**src/rtl/bis_pkg.sv**
```systemverilog
// ----------------------------------------------------------------------------
// bis_pkg
// Shared types, constants and the divider step for the bilinear image scaler.
// ----------------------------------------------------------------------------
`default_nettype none

package bis_pkg;

  // Build-time sizes
  localparam int MAX_SRC_WIDTH  = 256;
  localparam int MAX_SRC_HEIGHT = 256;
  localparam int MAX_DST_DIM    = 4096;
  localparam int FRAC_BITS      = 8;

  // Fixed field widths
  localparam int COORD_W   = 12;
  localparam int CHAN_W    = 8;
  localparam int PIX_W     = 3 * CHAN_W;
  localparam int SRC_CFG_W = 9;
  localparam int DST_CFG_W = 13;
  localparam int CFG_IDX_W = 3;
  localparam int CFG_DAT_W = 13;

  // Register indices
  localparam logic [CFG_IDX_W-1:0] REG_SRC_WIDTH   = 3'd0;
  localparam logic [CFG_IDX_W-1:0] REG_SRC_HEIGHT  = 3'd1;
  localparam logic [CFG_IDX_W-1:0] REG_DST_WIDTH   = 3'd2;
  localparam logic [CFG_IDX_W-1:0] REG_DST_HEIGHT  = 3'd3;
  localparam logic [CFG_IDX_W-1:0] REG_INTERP_MODE = 3'd4;

  localparam logic CMD_LOAD    = 1'b0;
  localparam logic CMD_REQUEST = 1'b1;
  localparam logic STATUS_OK    = 1'b0;
  localparam logic STATUS_RANGE = 1'b1;
  localparam logic MODE_HORIZ   = 1'b0;

  // Derived widths
  localparam int XW       = $clog2(MAX_SRC_WIDTH);
  localparam int YW       = $clog2(MAX_SRC_HEIGHT);
  localparam int SZX      = $clog2(MAX_SRC_WIDTH + 1);
  localparam int SZY      = $clog2(MAX_SRC_HEIGHT + 1);
  localparam int SZ_MAX_W = (SZX > SZY) ? SZX : SZY;
  localparam int DDW      = $clog2(MAX_DST_DIM + 1);
  localparam int RAM_DEPTH = MAX_SRC_WIDTH * MAX_SRC_HEIGHT;
  localparam int ADDR_W    = $clog2(RAM_DEPTH);

  localparam int RST_SRC_W = (MAX_SRC_WIDTH < 256) ? MAX_SRC_WIDTH : 256;
  localparam int RST_SRC_H = (MAX_SRC_HEIGHT < 256) ? MAX_SRC_HEIGHT : 256;
  localparam int RST_DST   = (MAX_DST_DIM < 256) ? MAX_DST_DIM : 256;

  // Divider: quotient < max source size * 2^FRAC
  localparam int MAXS     = (MAX_SRC_WIDTH > MAX_SRC_HEIGHT) ? MAX_SRC_WIDTH : MAX_SRC_HEIGHT;
  localparam int QB       = $clog2(MAXS) + FRAC_BITS;
  localparam int DIV_STEP = 6;
  localparam int DIV_ITER = (QB + DIV_STEP - 1) / DIV_STEP;
  localparam int QBP      = DIV_ITER * DIV_STEP;
  localparam int ITER_W   = (DIV_ITER > 1) ? $clog2(DIV_ITER) : 1;
  localparam int NUM_W    = COORD_W + SZ_MAX_W + FRAC_BITS;

  // Blend arithmetic
  localparam int WGT_W = 2 * FRAC_BITS + 1;
  localparam int ACC_W = 2 * FRAC_BITS + CHAN_W;
  localparam logic [FRAC_BITS:0] FRAC_ONE = (FRAC_BITS + 1)'(1) << FRAC_BITS;

  localparam logic [1:0] TAP_FIRST = 2'd0;
  localparam logic [1:0] TAP_LAST  = 2'd3;

  typedef struct packed {
    logic               command;
    logic [COORD_W-1:0] column;
    logic [COORD_W-1:0] row;
    logic [CHAN_W-1:0]  red_in;
    logic [CHAN_W-1:0]  green_in;
    logic [CHAN_W-1:0]  blue_in;
  } in_item_t;

  typedef struct packed {
    logic [CHAN_W-1:0] red_out;
    logic [CHAN_W-1:0] green_out;
    logic [CHAN_W-1:0] blue_out;
    logic              status;
  } out_item_t;

  typedef struct packed {
    logic [SZX-1:0] src_w;
    logic [SZY-1:0] src_h;
    logic           mode;
  } cfg_t;

  typedef enum logic [1:0] {
    OP_LOAD,
    OP_INTERP,
    OP_ERROR
  } op_kind_t;

  typedef struct packed {
    op_kind_t             kind;
    logic [XW-1:0]        x;
    logic [YW-1:0]        y;
    logic [FRAC_BITS-1:0] fx;
    logic [FRAC_BITS-1:0] fy;
    logic [PIX_W-1:0]     pix;
  } op_t;

  typedef enum logic {
    BK_IDLE,
    BK_READ
  } back_state_t;

  typedef struct packed {
    logic [DDW-1:0] rem;
    logic [QBP-1:0] num;
  } div_t;

  // DIV_STEP restoring-division steps
  function automatic div_t div_steps(div_t s, logic [DDW-1:0] d);
    div_t       r;
    logic [DDW:0] t;
    r = s;
    for (int i = 0; i < DIV_STEP; i++) begin
      t     = {r.rem, r.num[QBP-1]};
      r.num = {r.num[QBP-2:0], 1'b0};
      if (t >= {1'b0, d}) begin
        t        = t - {1'b0, d};
        r.num[0] = 1'b1;
      end
      r.rem = t[DDW-1:0];
    end
    return r;
  endfunction

endpackage

`default_nettype wire

```
**src/rtl/bis_queue.sv**
```systemverilog
// ----------------------------------------------------------------------------
// bis_queue
// Two-entry queue of classified operations between front and back.
// ----------------------------------------------------------------------------
`default_nettype none

module bis_queue (
  input  logic         clk,
  input  logic         rst_n,
  input  logic         push_valid,
  output logic         push_ready,
  input  bis_pkg::op_t push_op,
  output logic         pop_valid,
  input  logic         pop_ready,
  output bis_pkg::op_t pop_op
);
  import bis_pkg::*;

  localparam int DEPTH = 2;

  op_t        slot_r [DEPTH];
  logic       wp_r, wp_nxt, rp_r, rp_nxt;
  logic [1:0] cnt_r, cnt_nxt;
  logic       do_push, do_pop;

  assign push_ready = (cnt_r != 2'(DEPTH));
  assign pop_valid  = (cnt_r != 2'd0);
  assign pop_op     = slot_r[rp_r];
  assign do_push    = push_valid && push_ready;
  assign do_pop     = pop_valid && pop_ready;

  always_comb begin
    wp_nxt  = do_push ? ~wp_r : wp_r;
    rp_nxt  = do_pop ? ~rp_r : rp_r;
    cnt_nxt = cnt_r + 2'(do_push) - 2'(do_pop);
  end

  always_ff @(posedge clk) begin
    if (!rst_n) begin
      wp_r  <= 1'b0;
      rp_r  <= 1'b0;
      cnt_r <= 2'd0;
    end else begin
      wp_r  <= wp_nxt;
      rp_r  <= rp_nxt;
      cnt_r <= cnt_nxt;
    end
  end

  always_ff @(posedge clk) begin
    if (do_push) begin
      slot_r[wp_r] <= push_op;
    end
  end

endmodule

`default_nettype wire

```
**config.mk**
```make
export PLATFORM = sky130hd
export DESIGN_NAME = bis_queue
export DESIGN_NICKNAME = d
export VERILOG_FILES = /design/src/rtl/bis_pkg.sv /design/src/rtl/bis_queue.sv
export SDC_FILE = /design/constraint.sdc
export NUM_CORES = 1
export LEC_CHECK = 0
export BUFFER_PORTS_ARGS = -buffer_cell sky130_fd_sc_hd__clkbuf_2
export CAP_MARGIN = 30
export CORE_MARGIN = 10
export CORE_UTILIZATION = 49
export DETAILED_ROUTE_END_ITERATION = 10
export PLACE_DENSITY_LB_ADDON = 0.15
export SYNTH_ARGS = -nofsm -noshare
export SYNTH_HDL_FRONTEND = slang
export SYNTH_SLANG_ARGS = --single-unit
```
**constraint.sdc**
```tcl
create_clock -name clk -period 10.9 [get_ports clk]
set_input_delay 1.635 -clock clk [delete_from_list [all_inputs] [get_ports clk]]
set_output_delay 1.635 -clock clk [all_outputs]
set_load 0.02 [all_outputs]
```
==> reports/results.txt <==
Yosys top cell by area: edfxtp_1
Leakage power: 2.23 nW
Post-synth EDFFs: 116
VDD IR max: 0.123 mV
Vias: 2250
Post-Syn Area per Cell: 22.0 um^2
TritonCTS Buffers: 17
Sink Count: 121
Maximum clock path buffer count: 2
Synth warnings: 0
P&R area growth vs syn: 27.4%
Die ar.: 0.0134 mm^2
Register area share after synthesis: 0.797
DP Wirelength: 5780 um
Post-DR vias/cell: 4.89
Pwr/cell area: 251 mW/mm^2
Multi-input gate area: 867 um^2
Cts repair resizes: 0
GPL Wtd Cong: 0.717
Clock skew: 0.00559 ns
NumNets Final: 405
Num rows: 34
Commonest cells post-synth: edfxtp_1 (116), mux2_2 (38), mux2_4 (20)
CTS root buf: clkbuf_8
CP Max Fanout: 35
Post-synth cell types: 18
Min cycle time layout: 3.97 ns
DRT Wirelength: 8320 um
Layout cells sized above 1: 0.599
ANT nets after route: 0
Post-CTS setup buffer count: 0
Port Buffers: 121
Clock slew at reported path FFs: 0.05 ns
# IOs: 122
Worst skew pair latency: 0.50 ns
Residual DRC count: 0
CP required: 9.27 ns
Core ar.: 0.00881 mm^2
Synth top area cells: edfxtp_1 (78%), mux2_2 (9.5%), mux2_4 (6.7%)
Min-delay worst type: register to register
Initial DRT Pass Iterations: 4
Inserted Diodes: 0
Sequential cell area: 0.00358 mm^2
# Max-Cap Violations: 0
Initial DRC count: 102
Tcrit/Tclk final: 0.365
Final Hold Vio Count: 0
Arrival @ worst endpoint: 2.34 ns
Drt wl/cell: 18.1 um
Top-count cell post-synth: edfxtp_1
Die H: 116 um
Antenna violations before repair: 0
Setup TNS: 0 ns
Syn nets: 268
Area of the mapped netlist: 0.00449 mm^2
Vias in the first global route: 2428
Fin. max-slew vios: 0
Crit. End Element: output port
First-pass GRT wire length: 12700 um
Yosys reg bits: 121
Hold buffers post-CTS: 0
Setup CP Type: register to output port
TritonCTS clock tree: built
Die width: 116 um
Worst-margin pin slew: 0.855 ns
Worst slew margin: 0.429
Mapped Cells: 204
Initial Util: 0.510
Fill cells: 655
Post-place setup slack: 7.37 ns
Fraction of registers with async set or reset after synthesis: 0
Final Setup Violations: 0
All-Layer GR Usage: 0.126
Final worst slack: 6.93 ns
Max Clk Rate: 252 MHz
Overflow after GRT: 0
Area share of the largest cell type after synthesis: 0.775
Crit start category: register
Top FF cell, synth: edfxtp_1
RSZ-0062 raised after global routing: no
Pin count of the biggest net entering global routing: 36
CTS H-Tree Depth: 4
Status: finished clean
==> per-stage QoR <==
step	power, mW	util	cells	instance area (um^2)	hold WS (ns)
3_3_place_gp	0.979	0.593	430	5220	0.498
5_1_grt	1.51	0.650	460	5720	0.537
4_1_cts	1.46	0.650	460	5720	0.520
2_1_floorplan	0.876	-	204	4490	0.455
3_5_place_dp	0.984	0.593	430	5220	0.513
6_report	1.44	0.650	460	5720	0.512
==> flip-flops by register name (all words and copies together), names as in the netlist, named ones only <==
register,count
cnt_r,2
rp_r,1
slot_r,116
wp_r,1
==> cells in the final DEF, fill, tap and decap left out <==
cell,instances
mux2_2,38
dfxtp_1,4
inv_1,1
nand2b_1,2
clkinvlp_4,3
and3_2,1
clkbuf_16,16
nor2b_1,2
ha_1,2
xnor2_1,3
clkinv_2,4
clkbuf_1,2
and2_1,2
mux2i_1,1
edfxtp_1,116
clkbuf_8,1
dfxtp_2,1
o21a_1,1
clkbuf_2,121
or2_2,1
bufinv_16,1
nor2_4,1
mux2_4,20
nand2_1,2
buf_4,3
clkinv_1,3
==> critical path: stages (launching register included) <==
cell and delay (ns):
dfxtp_2 0.68, buf_4 0.58, mux2_2 0.41, clkbuf_2 0.16
==> path summary, 6_finish.rpt <==
check,start,end,slack [ns],depth (start not counted)
max,register,pop_op[0],6.93,3
min,wp_r,wp_r,0.51,2
max reg2reg,cnt_r[0],slot_r[0][17],8.66,4
min reg2reg,wp_r,wp_r,0.51,2
==> cell families (layout without fill, tap and decap cells) <==
group / after synthesis / after routing / share of synthesized area
compound gates: 1 / 1 / 0.00167
xor+xnor: 3 / 3 / 0.00585
fa+ha+maj: 2 / 2 / 0.00557
buf+inv: 7 / 155 / 0.0117
flops: 121 / 121 / 0.797
mux: 59 / 59 / 0.164
simple gates: 11 / 11 / 0.0136
==> routing by layer <==
| layer | global-route usage | wire, um | up-vias |
|---|---|---|---|
| li1 | - | - | 1080 |
| met1 | 0.141 | 3420 | 1067 |
| met2 | 0.203 | 4030 | 93 |
| met3 | 0.0682 | 772 | 10 |
| met4 | 0.0450 | 93 | 0 |
| met5 | 0 | 0 | - |
==> area by class of cell <==
| cell class | instances | share of cell area |
|---|---|---|
| well taps | 108 | 0.0236 |
| flip-flops and latches | 121 | 0.626 |
| clock inverters | 11 | 0.0146 |
| inverters | 1 | 0.000656 |
| multi-input cells | 76 | 0.151 |
| repair buffers | 124 | 0.110 |
| clock buffers | 19 | 0.0737 |
==> power by group <==
part           switching [mW]  leakage [nW]  total (mW)  internal [mW]
clock                   0.178         0.242       0.472          0.294
combinational           0.204         0.866       0.354          0.149
sequential             0.0262          1.13       0.612          0.586
Power figures use the tool's default switching activity.
