<file path="config.mk">
export PLATFORM = sky130hd
export DESIGN_NAME = bis_front
export DESIGN_NICKNAME = d
export VERILOG_FILES = /design/src/rtl/bis_pkg.sv /design/src/rtl/bis_front.sv
export SDC_FILE = /design/constraint.sdc
export NUM_CORES = 1
export LEC_CHECK = 0
export BUFFER_PORTS_ARGS = -buffer_cell sky130_fd_sc_hd__buf_2
export CORE_MARGIN = 3
export CORE_UTILIZATION = 35
export CTS_BUF_LIST = sky130_fd_sc_hd__clkbuf_16
export DETAILED_ROUTE_END_ITERATION = 10
export PLACE_DENSITY = 0.51
export SYNTH_ARGS = -nofsm -noshare
export SYNTH_HDL_FRONTEND = slang
export SYNTH_SLANG_ARGS = --single-unit
</file>
<file path="constraint.sdc">
create_clock -name clk -period 40.5 [get_ports clk]
set_input_delay 6.075 -clock clk [delete_from_list [all_inputs] [get_ports clk]]
set_output_delay 6.075 -clock clk [all_outputs]
set_load 0.02 [all_outputs]
</file>
<file path="src/rtl/bis_pkg.sv">
// ----------------------------------------------------------------------------
// bis_pkg
// Shared types, constants and the divider step for the bilinear image scaler.
// ----------------------------------------------------------------------------
`default_nettype none

package bis_pkg;

  // Build-time sizes
  localparam int MAX_SRC_WIDTH  = 256;
  localparam int MAX_SRC_HEIGHT = 256;
  localparam int MAX_DST_DIM    = 4096;
  localparam int FRAC_BITS      = 8;

  // Fixed field widths
  localparam int COORD_W   = 12;
  localparam int CHAN_W    = 8;
  localparam int PIX_W     = 3 * CHAN_W;
  localparam int SRC_CFG_W = 9;
  localparam int DST_CFG_W = 13;
  localparam int CFG_IDX_W = 3;
  localparam int CFG_DAT_W = 13;

  // Register indices
  localparam logic [CFG_IDX_W-1:0] REG_SRC_WIDTH   = 3'd0;
  localparam logic [CFG_IDX_W-1:0] REG_SRC_HEIGHT  = 3'd1;
  localparam logic [CFG_IDX_W-1:0] REG_DST_WIDTH   = 3'd2;
  localparam logic [CFG_IDX_W-1:0] REG_DST_HEIGHT  = 3'd3;
  localparam logic [CFG_IDX_W-1:0] REG_INTERP_MODE = 3'd4;

  localparam logic CMD_LOAD    = 1'b0;
  localparam logic CMD_REQUEST = 1'b1;
  localparam logic STATUS_OK    = 1'b0;
  localparam logic STATUS_RANGE = 1'b1;
  localparam logic MODE_HORIZ   = 1'b0;

  // Derived widths
  localparam int XW       = $clog2(MAX_SRC_WIDTH);
  localparam int YW       = $clog2(MAX_SRC_HEIGHT);
  localparam int SZX      = $clog2(MAX_SRC_WIDTH + 1);
  localparam int SZY      = $clog2(MAX_SRC_HEIGHT + 1);
  localparam int SZ_MAX_W = (SZX > SZY) ? SZX : SZY;
  localparam int DDW      = $clog2(MAX_DST_DIM + 1);
  localparam int RAM_DEPTH = MAX_SRC_WIDTH * MAX_SRC_HEIGHT;
  localparam int ADDR_W    = $clog2(RAM_DEPTH);

  localparam int RST_SRC_W = (MAX_SRC_WIDTH < 256) ? MAX_SRC_WIDTH : 256;
  localparam int RST_SRC_H = (MAX_SRC_HEIGHT < 256) ? MAX_SRC_HEIGHT : 256;
  localparam int RST_DST   = (MAX_DST_DIM < 256) ? MAX_DST_DIM : 256;

  // Divider: quotient < max source size * 2^FRAC
  localparam int MAXS     = (MAX_SRC_WIDTH > MAX_SRC_HEIGHT) ? MAX_SRC_WIDTH : MAX_SRC_HEIGHT;
  localparam int QB       = $clog2(MAXS) + FRAC_BITS;
  localparam int DIV_STEP = 6;
  localparam int DIV_ITER = (QB + DIV_STEP - 1) / DIV_STEP;
  localparam int QBP      = DIV_ITER * DIV_STEP;
  localparam int ITER_W   = (DIV_ITER > 1) ? $clog2(DIV_ITER) : 1;
  localparam int NUM_W    = COORD_W + SZ_MAX_W + FRAC_BITS;

  // Blend arithmetic
  localparam int WGT_W = 2 * FRAC_BITS + 1;
  localparam int ACC_W = 2 * FRAC_BITS + CHAN_W;
  localparam logic [FRAC_BITS:0] FRAC_ONE = (FRAC_BITS + 1)'(1) << FRAC_BITS;

  localparam logic [1:0] TAP_FIRST = 2'd0;
  localparam logic [1:0] TAP_LAST  = 2'd3;

  typedef struct packed {
    logic               command;
    logic [COORD_W-1:0] column;
    logic [COORD_W-1:0] row;
    logic [CHAN_W-1:0]  red_in;
    logic [CHAN_W-1:0]  green_in;
    logic [CHAN_W-1:0]  blue_in;
  } in_item_t;

  typedef struct packed {
    logic [CHAN_W-1:0] red_out;
    logic [CHAN_W-1:0] green_out;
    logic [CHAN_W-1:0] blue_out;
    logic              status;
  } out_item_t;

  typedef struct packed {
    logic [SZX-1:0] src_w;
    logic [SZY-1:0] src_h;
    logic           mode;
  } cfg_t;

  typedef enum logic [1:0] {
    OP_LOAD,
    OP_INTERP,
    OP_ERROR
  } op_kind_t;

  typedef struct packed {
    op_kind_t             kind;
    logic [XW-1:0]        x;
    logic [YW-1:0]        y;
    logic [FRAC_BITS-1:0] fx;
    logic [FRAC_BITS-1:0] fy;
    logic [PIX_W-1:0]     pix;
  } op_t;

  typedef enum logic {
    BK_IDLE,
    BK_READ
  } back_state_t;

  typedef struct packed {
    logic [DDW-1:0] rem;
    logic [QBP-1:0] num;
  } div_t;

  // DIV_STEP restoring-division steps
  function automatic div_t div_steps(div_t s, logic [DDW-1:0] d);
    div_t       r;
    logic [DDW:0] t;
    r = s;
    for (int i = 0; i < DIV_STEP; i++) begin
      t     = {r.rem, r.num[QBP-1]};
      r.num = {r.num[QBP-2:0], 1'b0};
      if (t >= {1'b0, d}) begin
        t        = t - {1'b0, d};
        r.num[0] = 1'b1;
      end
      r.rem = t[DDW-1:0];
    end
    return r;
  endfunction

endpackage

`default_nettype wire

</file>
<file path="src/rtl/bis_front.sv">
// ----------------------------------------------------------------------------
// bis_front
// Configuration registers, input acceptance, range checks and coordinate
// mapping (multiply then iterative divide) into classified operations.
// ----------------------------------------------------------------------------
`default_nettype none

module bis_front (
  input  logic                               clk,
  input  logic                               rst_n,
  input  logic                               in_valid,
  output logic                               in_ready,
  input  bis_pkg::in_item_t                  in_data,
  input  logic                               cfg_we,
  input  logic [bis_pkg::CFG_IDX_W-1:0]      cfg_index,
  input  logic [bis_pkg::CFG_DAT_W-1:0]      cfg_wdata,
  output bis_pkg::cfg_t                      cfg,
  output logic                               op_valid,
  input  logic                               op_ready,
  output bis_pkg::op_t                       op
);
  import bis_pkg::*;

  logic [SZX-1:0] src_w_r, src_w_nxt;
  logic [SZY-1:0] src_h_r, src_h_nxt;
  logic [DDW-1:0] dst_w_r, dst_w_nxt, dst_h_r, dst_h_nxt;
  logic           mode_r, mode_nxt;

  logic              busy_r, busy_nxt;
  logic [ITER_W-1:0] it_r, it_nxt;
  div_t              dx_r, dx_nxt, dy_r, dy_nxt;
  div_t              dx_step, dy_step;
  op_t               op_r, op_nxt;
  logic              op_valid_r, op_valid_nxt;

  logic             in_fire, last_iter;
  logic [NUM_W-1:0] nx, ny;

  function automatic logic [SZX-1:0] clamp_sx(logic [SRC_CFG_W-1:0] v);
    if (v == '0) return SZX'(1);
    if (int'(v) > MAX_SRC_WIDTH) return SZX'(MAX_SRC_WIDTH);
    return SZX'(v);
  endfunction

  function automatic logic [SZY-1:0] clamp_sy(logic [SRC_CFG_W-1:0] v);
    if (v == '0) return SZY'(1);
    if (int'(v) > MAX_SRC_HEIGHT) return SZY'(MAX_SRC_HEIGHT);
    return SZY'(v);
  endfunction

  function automatic logic [DDW-1:0] clamp_d(logic [DST_CFG_W-1:0] v);
    if (v == '0) return DDW'(1);
    if (int'(v) > MAX_DST_DIM) return DDW'(MAX_DST_DIM);
    return DDW'(v);
  endfunction

  assign in_ready  = !busy_r && (!op_valid_r || op_ready);
  assign in_fire   = in_valid && in_ready;
  assign last_iter = (it_r == ITER_W'(DIV_ITER - 1));
  assign dx_step   = div_steps(dx_r, dst_w_r);
  assign dy_step   = div_steps(dy_r, dst_h_r);

  // Numerators: coord * src << FRAC
  assign nx = NUM_W'(NUM_W'(in_data.column) * NUM_W'(src_w_r)) << FRAC_BITS;
  assign ny = NUM_W'(NUM_W'(in_data.row) * NUM_W'(src_h_r)) << FRAC_BITS;

  // Configuration
  always_comb begin
    src_w_nxt = src_w_r;
    src_h_nxt = src_h_r;
    dst_w_nxt = dst_w_r;
    dst_h_nxt = dst_h_r;
    mode_nxt  = mode_r;
    if (cfg_we) begin
      case (cfg_index)
        REG_SRC_WIDTH:   src_w_nxt = clamp_sx(cfg_wdata[SRC_CFG_W-1:0]);
        REG_SRC_HEIGHT:  src_h_nxt = clamp_sy(cfg_wdata[SRC_CFG_W-1:0]);
        REG_DST_WIDTH:   dst_w_nxt = clamp_d(cfg_wdata[DST_CFG_W-1:0]);
        REG_DST_HEIGHT:  dst_h_nxt = clamp_d(cfg_wdata[DST_CFG_W-1:0]);
        REG_INTERP_MODE: mode_nxt  = cfg_wdata[0];
        default: ;
      endcase
    end
  end

  // Classification and divider sequencing
  always_comb begin
    busy_nxt     = busy_r;
    it_nxt       = it_r;
    dx_nxt       = dx_r;
    dy_nxt       = dy_r;
    op_nxt       = op_r;
    op_valid_nxt = op_valid_r && !op_ready;

    if (in_fire) begin
      op_nxt.x   = in_data.column[XW-1:0];
      op_nxt.y   = in_data.row[YW-1:0];
      op_nxt.fx  = '0;
      op_nxt.fy  = '0;
      op_nxt.pix = {in_data.red_in, in_data.green_in, in_data.blue_in};
      if (in_data.command == CMD_LOAD) begin
        op_nxt.kind = OP_LOAD;
        if (32'(in_data.column) < 32'(src_w_r) && 32'(in_data.row) < 32'(src_h_r)) begin
          op_valid_nxt = 1'b1;
        end
      end else if (32'(in_data.column) >= 32'(dst_w_r) ||
                   32'(in_data.row) >= 32'(dst_h_r)) begin
        op_nxt.kind  = OP_ERROR;
        op_valid_nxt = 1'b1;
      end else begin
        busy_nxt   = 1'b1;
        it_nxt     = '0;
        dx_nxt.rem = DDW'(nx >> QBP);
        dx_nxt.num = QBP'(nx);
        dy_nxt.rem = DDW'(ny >> QBP);
        dy_nxt.num = QBP'(ny);
      end
    end

    if (busy_r) begin
      dx_nxt = dx_step;
      dy_nxt = dy_step;
      it_nxt = it_r + ITER_W'(1);
      if (last_iter) begin
        busy_nxt     = 1'b0;
        op_nxt.kind  = OP_INTERP;
        op_nxt.x     = dx_step.num[FRAC_BITS +: XW];
        op_nxt.fx    = dx_step.num[FRAC_BITS-1:0];
        op_nxt.y     = dy_step.num[FRAC_BITS +: YW];
        op_nxt.fy    = dy_step.num[FRAC_BITS-1:0];
        op_valid_nxt = 1'b1;
      end
    end
  end

  always_ff @(posedge clk) begin
    if (!rst_n) begin
      src_w_r    <= SZX'(RST_SRC_W);
      src_h_r    <= SZY'(RST_SRC_H);
      dst_w_r    <= DDW'(RST_DST);
      dst_h_r    <= DDW'(RST_DST);
      mode_r     <= 1'b1;
      busy_r     <= 1'b0;
      it_r       <= '0;
      op_valid_r <= 1'b0;
    end else begin
      src_w_r    <= src_w_nxt;
      src_h_r    <= src_h_nxt;
      dst_w_r    <= dst_w_nxt;
      dst_h_r    <= dst_h_nxt;
      mode_r     <= mode_nxt;
      busy_r     <= busy_nxt;
      it_r       <= it_nxt;
      op_valid_r <= op_valid_nxt;
    end
  end

  always_ff @(posedge clk) begin
    dx_r <= dx_nxt;
    dy_r <= dy_nxt;
    op_r <= op_nxt;
  end

  assign op_valid  = op_valid_r;
  assign op        = op_r;
  assign cfg.src_w = src_w_r;
  assign cfg.src_h = src_h_r;
  assign cfg.mode  = mode_r;

endmodule

`default_nettype wire

</file>
==> metrics, run 1 <==
Syn. warnings=0; hold slack final=0.452 ns; Crit Path Category=reg -> reg; Worst path top cell family by delay=compound AO/OA/AOI/OAI gates; share of layout cells above drive strength 1=0.110; CTS max path bufs=2; RSZ-0062 raised after global routing=no; Die W=260 µm; CP Buf/Inv Count=4; placed cell area=roughly 24000 µm²; Placer Congestion=0.899; Slew Viols, Final=0; antenna-violating nets left=0; critical path's slowest cell=nor2_1; area of the die=just under 70000 µm²; DR iter-0 viols=1502; fill count=between 6000 and 7000; most frequent CP cell=a21oi_1; setup_tns=0 ns; Arrival @ worst endpoint=17.60 ns; syn avg cell area=8.41 µm²; Chip Height=around 260 µm; number of I/O port buffers=between 100 and 150; gr ovfl total=0; most common cell after layout, fill and taps aside=nand2_1; relative slew slack=0.239; Hold Vio Cnt, Final=0; fraction of registers with async set/reset=0; max_cap viols=0; commonest cells after routing, fill and taps aside=nand2_1 (381), ha_1 (295), inv_1 (276); reg2reg end=dx_r[24]; hold_buf cts=0; iteration count of the initial detailed-routing pass=6; Fmax=57.4 MHz; WL per Instance=19.9 µm; Clk Latency, worst-skew pair=0.46 ns; FF-to-FF path depth=61; Final Cell Area=24800 µm²; Seq cells post-synth=~170; Core ar.=63500 µm²; effective utilization at floorplan=0.356; crit end category=flop; placed cells=3607; CTS tree=built; std cell rows=92; Mapped Area=22600 µm²; initial antenna violation count=2; H-tree Lvls=4; worst reg2reg path startpoint=dst_w_r[7]; Final nets=around 3300; Setup violations, final=0; HP Class=reg -> reg; hold endpoint=op[24]; startpoint types=flop; hold wc startpoint=op[24]; I/O Pins=149; via count=between 15000 and 20000; R2R setup slack=23.06 ns; Synth Instances=approximately 2700; Synth top area share=0.163; Crit Path Max Fanout=21; HPWL Detailed=approximately 56000 µm; Yosys cell types=87; final period utilization=0.430; Synth Net Count=3209; Synth area leader=ha_1; Clock transition at path regs=~0.090 ns; area grow syn2layout=9.38%; Synth area leaders=ha_1 (16%), fa_1 (14%), edfxtp_1 (11%); status=completed; vias in the first global route=just under 20000; number of non-filler instances in the completed layout=3640; Main synth FF type=edfxtp_1; Post-synth EDFFs=86; Seq/Total Area, Yosys=0.188; largest net degree at the start of global routing=80; Least-Margin Pin Slew=1.14 ns; worst hold stages=2; Period minus WS final=17.44 ns; DRC viols=0; clk root buf=clkbuf_16; vias per cell=5.33; CTS Sinks=approximately 170; # resized after CTS=0; global-route wire length before repair=between 100000 and 150000 µm; Setup Fix Bufs, Post-CTS=0; Worst path max stage delay=0.93 ns; Worst EP required=40.67 ns; Worst Skew=0.0162 ns; total track usage=0.214; Inserted Clock Buffers=17; Routed WL=72600 µm
cell type report:
type,count,area [µm²],area share
multi-input combinational,2149,17000,0.685
sequential,169,4250,0.172
tap,846,1060,0.0428
inverter,279,1050,0.0423
timing repair buffer,164,861,0.0348
clock buffer,17,425,0.0172
clock inverter,15,156,0.00632
antenna,1,2.50,0.000101
metal layers:
metal,track usage,vias to the layer above,part of all wire
met2,0.336,559,0.44
met5,0,-,0
met1,0.306,9349,0.48
li1,-,9400,-
met3,0.0339,91,0.059
met4,0.0533,0,0.023
metrics by stage:
step / util / setup slack (ns)
after floorplan: - / 26.44
after global placement: 0.380 / 23.52
after detailed placement: 0.380 / 23.20
after CTS: 0.390 / 23.15
after global routing: 0.390 / 21.76
final: 0.390 / 23.06
synthesized netlist by cell type (all sizes together) (36+ instances only):
library cell / instances
a21boi: 61
a21o: 55
a21oi: 130
and2: 73
clkbuf: 77
dfxtp: 83
edfxtp: 86
fa: 154
ha: 295
inv: 278
mux2: 77
mux2i: 36
nand2: 384
nand3: 36
nor2: 188
nor2b: 65
nor3: 40
o21ai: 141
xnor2: 82
xor2: 39
cells by family (layout without fill, tap and decap cells):
family | after synthesis | after routing | synth area share
xor+xnor | 121 | 121 | 0.0468
flops | 169 | 169 | 0.188
simple gates | 902 | 902 | 0.185
other cells | 0 | 1 | 0
mux | 113 | 113 | 0.0553
compound gates | 564 | 564 | 0.163
fa+ha+maj | 449 | 449 | 0.299
buf+inv | 372 | 475 | 0.0634
worst max path at each step:
stage	from	to	slack, ns	depth (start not counted)
floorplan	dst_w_r[7]	dx_r[20]	26.44	68
global placement	dst_w_r[7]	dx_r[24]	23.52	61
detailed placement	dst_w_r[7]	dx_r[24]	23.20	61
CTS	dst_w_r[7]	dx_r[24]	23.15	61
global route	dst_w_r[7]	dx_r[24]	21.76	61
finish	dst_w_r[7]	dx_r[24]	23.06	61
state kept, by name, indices dropped and copies added, names as in the netlist, 2 cells and up:
register / flops
src_w_r: 9
dx_r: 31
src_h_r: 9
dst_h_r: 13
it_r: 2
op: 58
dy_r: 31
dst_w_r: 13
worst reg2reg max path, delay by kind of cell, from the launching register on:
kind	cells	cell delay, ns
AO/OA/AOI/OAI	34	8.66
AND/OR/NAND/NOR	12	2.74
buffers and inverters	4	1.28
multiplexers	5	2.02
adder cells (fa/ha/maj)	6	2.10
flip-flops	1	0.32
Power of run 1 is not shown: default switching activity piles up to over one toggle a cycle in this logic, so the estimate is an artifact.
==> run 2, diff against run 1 <==
--- a/config.mk
+++ b/config.mk
@@ -5,12 +5,13 @@
 export SDC_FILE = /design/constraint.sdc
 export NUM_CORES = 1
 export LEC_CHECK = 0
+export ABC_AREA = 1
 export BUFFER_PORTS_ARGS = -buffer_cell sky130_fd_sc_hd__buf_2
 export CORE_MARGIN = 3
 export CORE_UTILIZATION = 35
 export CTS_BUF_LIST = sky130_fd_sc_hd__clkbuf_16
 export DETAILED_ROUTE_END_ITERATION = 10
-export PLACE_DENSITY = 0.51
+export PLACE_DENSITY = 0.53
 export SYNTH_ARGS = -nofsm -noshare
 export SYNTH_HDL_FRONTEND = slang
 export SYNTH_SLANG_ARGS = --single-unit
==> constraint.sdc (replaced) <==
create_clock -name clk -period 14.3 [get_ports clk]
set_input_delay 2.145 -clock clk [delete_from_list [all_inputs] [get_ports clk]]
set_output_delay 2.145 -clock clk [all_outputs]
set_load 0.02 [all_outputs]
==> run 2 against run 1 <==
  * Die area rose by 6.5%
  * Sequential cell count did not move
  * Synthesized area rose by 6.6%
  * Register-to-register slack got worse by 22 ns
  * Cell area rose by 7.3%
  * Critical path depth rose by 18
  * Utilization rose by 0.26 points
  * First-iteration DRC count rose by 2.6%
  * Worst hold slack improved by 0.0096 ns
  * Via count rose by 15%
==> metrics, run 2 <==
HP Class=reg -> reg; Clock transition at path regs=0.08 ns (about the same); Synth area leader=nand2_1; CTS max path bufs=2 (unchanged); Worst path top cell family by delay=compound AO/OA/AOI/OAI gates; Core ar.=67800 µm² (+6.6%); number of I/O port buffers=148 (unchanged); CP Buf/Inv Count=15 (+11); share of layout cells above drive strength 1=0.0889 (-0.0210); most common cell after layout, fill and taps aside=nand2_1; startpoint types=flop; vias in the first global route=21400 (+11%); std cell rows=95 (+3.3%); status=completed; via count=22400 (+15%); gr ovfl total=0 (unchanged); clk root buf=clkbuf_16; Final nets=4106 (+24%); DR iter-0 viols=1541 (+2.6%); effective utilization at floorplan=0.356 (about the same); Setup violations, final=0 (unchanged); Hold Vio Cnt, Final=0 (unchanged); Synth Net Count=3989 (+24%); FF-to-FF path depth=79 (+30%); Post-Synth XOR/XNOR Area=0.0439 (-0.00291); Post-synth EDFFs=86 (unchanged); syn avg cell area=6.95 µm² (-17%); largest net degree at the start of global routing=78 (-2.5%); Crit Path Max Fanout=24 (+14%); Worst Skew=0.0169 ns (+0.000679 ns); critical path's slowest cell=ha_1; I/O Pins=149 (unchanged); Fmax=76.9 MHz (+34%); synth cell count leaders=nand2_1 (992), inv_1 (654), ha_1 (295); global-route wire length before repair=122000 µm (+9.0%); commonest cells after routing, fill and taps aside=nand2_1 (990), inv_1 (653), ha_1 (295); Clk Latency, worst-skew pair=0.49 ns (+0.03 ns); Synth Area in Simple Gates=0.258 (+0.0729); setup_tns=0 ns (unchanged); iteration count of the initial detailed-routing pass=6 (unchanged); CP Depth=79 (+30%); most frequent CP cell=nand2_1; Crit Path Category=reg -> reg; Yosys cell types=55 (-37%); final period utilization=0.909 (+0.479); Inserted Clock Buffers=17 (unchanged); H-tree Lvls=4 (unchanged); antenna-violating nets left=0 (unchanged); DRC viols=0 (unchanged); fraction of registers with async set/reset=0 (unchanged); area grow syn2layout=10.1%; HPWL Detailed=61200 µm (+8.9%); WL per Instance=17.6 µm (-12%); total track usage=0.219 (+0.00513); Seq cells post-synth=169 (unchanged); Synth area leaders=nand2_1 (15%), ha_1 (15%), fa_1 (13%); max_cap viols=0 (unchanged); most numerous cell in the Yosys netlist=nand2_1; area of the die=72100 µm² (+6.5%); max reg flops=58 (unchanged); multi-input logic area=17000 µm² (about the same); Period minus WS final=13.00 ns (-4.43 ns); Worst EP required=14.53 ns (-26.14 ns); Seq/Total Area, Yosys=0.176 (-0.0117); Worst path max stage delay=0.44 ns (-0.49 ns); Routed WL=78600 µm (+8.3%); FF/Latch Area=4250 µm² (unchanged); Synth Instances=3470 (+29%); Arrival @ worst endpoint=13.24 ns (-4.36 ns); Synth top area share=0.154 (-0.00878); CTS tree=built; Chip Height=269 µm (+3.2%); largest family of logic cells by synthesized area=adder cells; Die W=269 µm (+3.2%); Mapped Area=24100 µm² (+6.6%); Syn. warnings=0 (unchanged); Main synth FF type=edfxtp_1; vias per cell=5.00 (-6.1%); relative slew slack=0.360 (+0.122); mux share of post-synthesis cell area=0 (-0.0553); crit end category=flop; worst hold stages=1 (-1); R2R setup slack=1.30 ns (-21.77 ns); adder-cell share of the synthesized area=0.281 (-0.0186); Slew Viols, Final=0 (unchanged); Placer Congestion=0.920 (+2.3%); Least-Margin Pin Slew=0.952 ns (-0.186 ns); initial antenna violation count=3 (+1); CTS Sinks=169 (unchanged); fill count=7155 (+8.7%); Synth Area in Compound Gates=0.118 (-0.0450); RSZ-0062 raised after global routing=no
-- run 2: changes by cell type in the layout (fill, tap and decap cells not counted), sizes merged, moves of 41 or more --
cell    delta
nand2    +622
inv      +390
mux2      -77
nor2b     -65
o21ai     +44
a21boi    -49
nand3    +191
and2      -71
a21o      -41
a21oi     +84
nor2      -41
-- run 2: final timing paths --
kind,start,end
worst max-delay path,dst_h_r[11],dy_r[23]
worst min-delay path,it_r[0],it_r[0]
worst max register to register,dst_h_r[11],dy_r[23]
worst min register to register,it_r[0],it_r[0]
-- run 2: routing by layer --
layer,vias to the layer above,wire length [µm],track usage
li1,11300,-,-
met1,10400,38800,0.323
met2,600,33200,0.334
met3,85,4800,0.0317
met4,0,1740,0.0566
met5,-,0,0
-- run 2: cell type report --
class / instances / share of cell area
clock buffers: 17 / 0.0160
repair buffers: 200 / 0.0430
inverters: 671 / 0.0950
clock inverters: 15 / 0.00697
flip-flops and latches: 169 / 0.160
well taps: 873 / 0.0411
diodes: 1 / 0.0000942
multi-input cells: 2528 / 0.638
-- run 2: kinds of logic after synthesis --
family	after synthesis
buffers and inverters	773
XOR/XNOR	121
adder cells (fa/ha/maj)	449
AND/OR/NAND/NOR	1458
flip-flops	169
AO/OA/AOI/OAI	500
-- run 2: repair_timing --
item,CTS,global route
hold buffers,0,0
endpoints found under the setup margin,0,15
resized for setup,0,13
buffers inserted,0,12
-- run 2: metrics by stage --
stage          instances   util  setup slack [ns]  instance area, µm²  hold WS, ns
3_5_place_dp        4429  0.381             0.652               25800        0.449
5_1_grt             4473  0.392            0.0253               26600        0.483
4_1_cts             4461  0.390             0.622               26400        0.458
3_3_place_gp        4429  0.381             0.601               25800        0.447
2_1_floorplan       3470      -              3.27               24100        0.426
6_report            4474  0.392              1.30               26600        0.462
Power of run 2 is left out for the same reason.
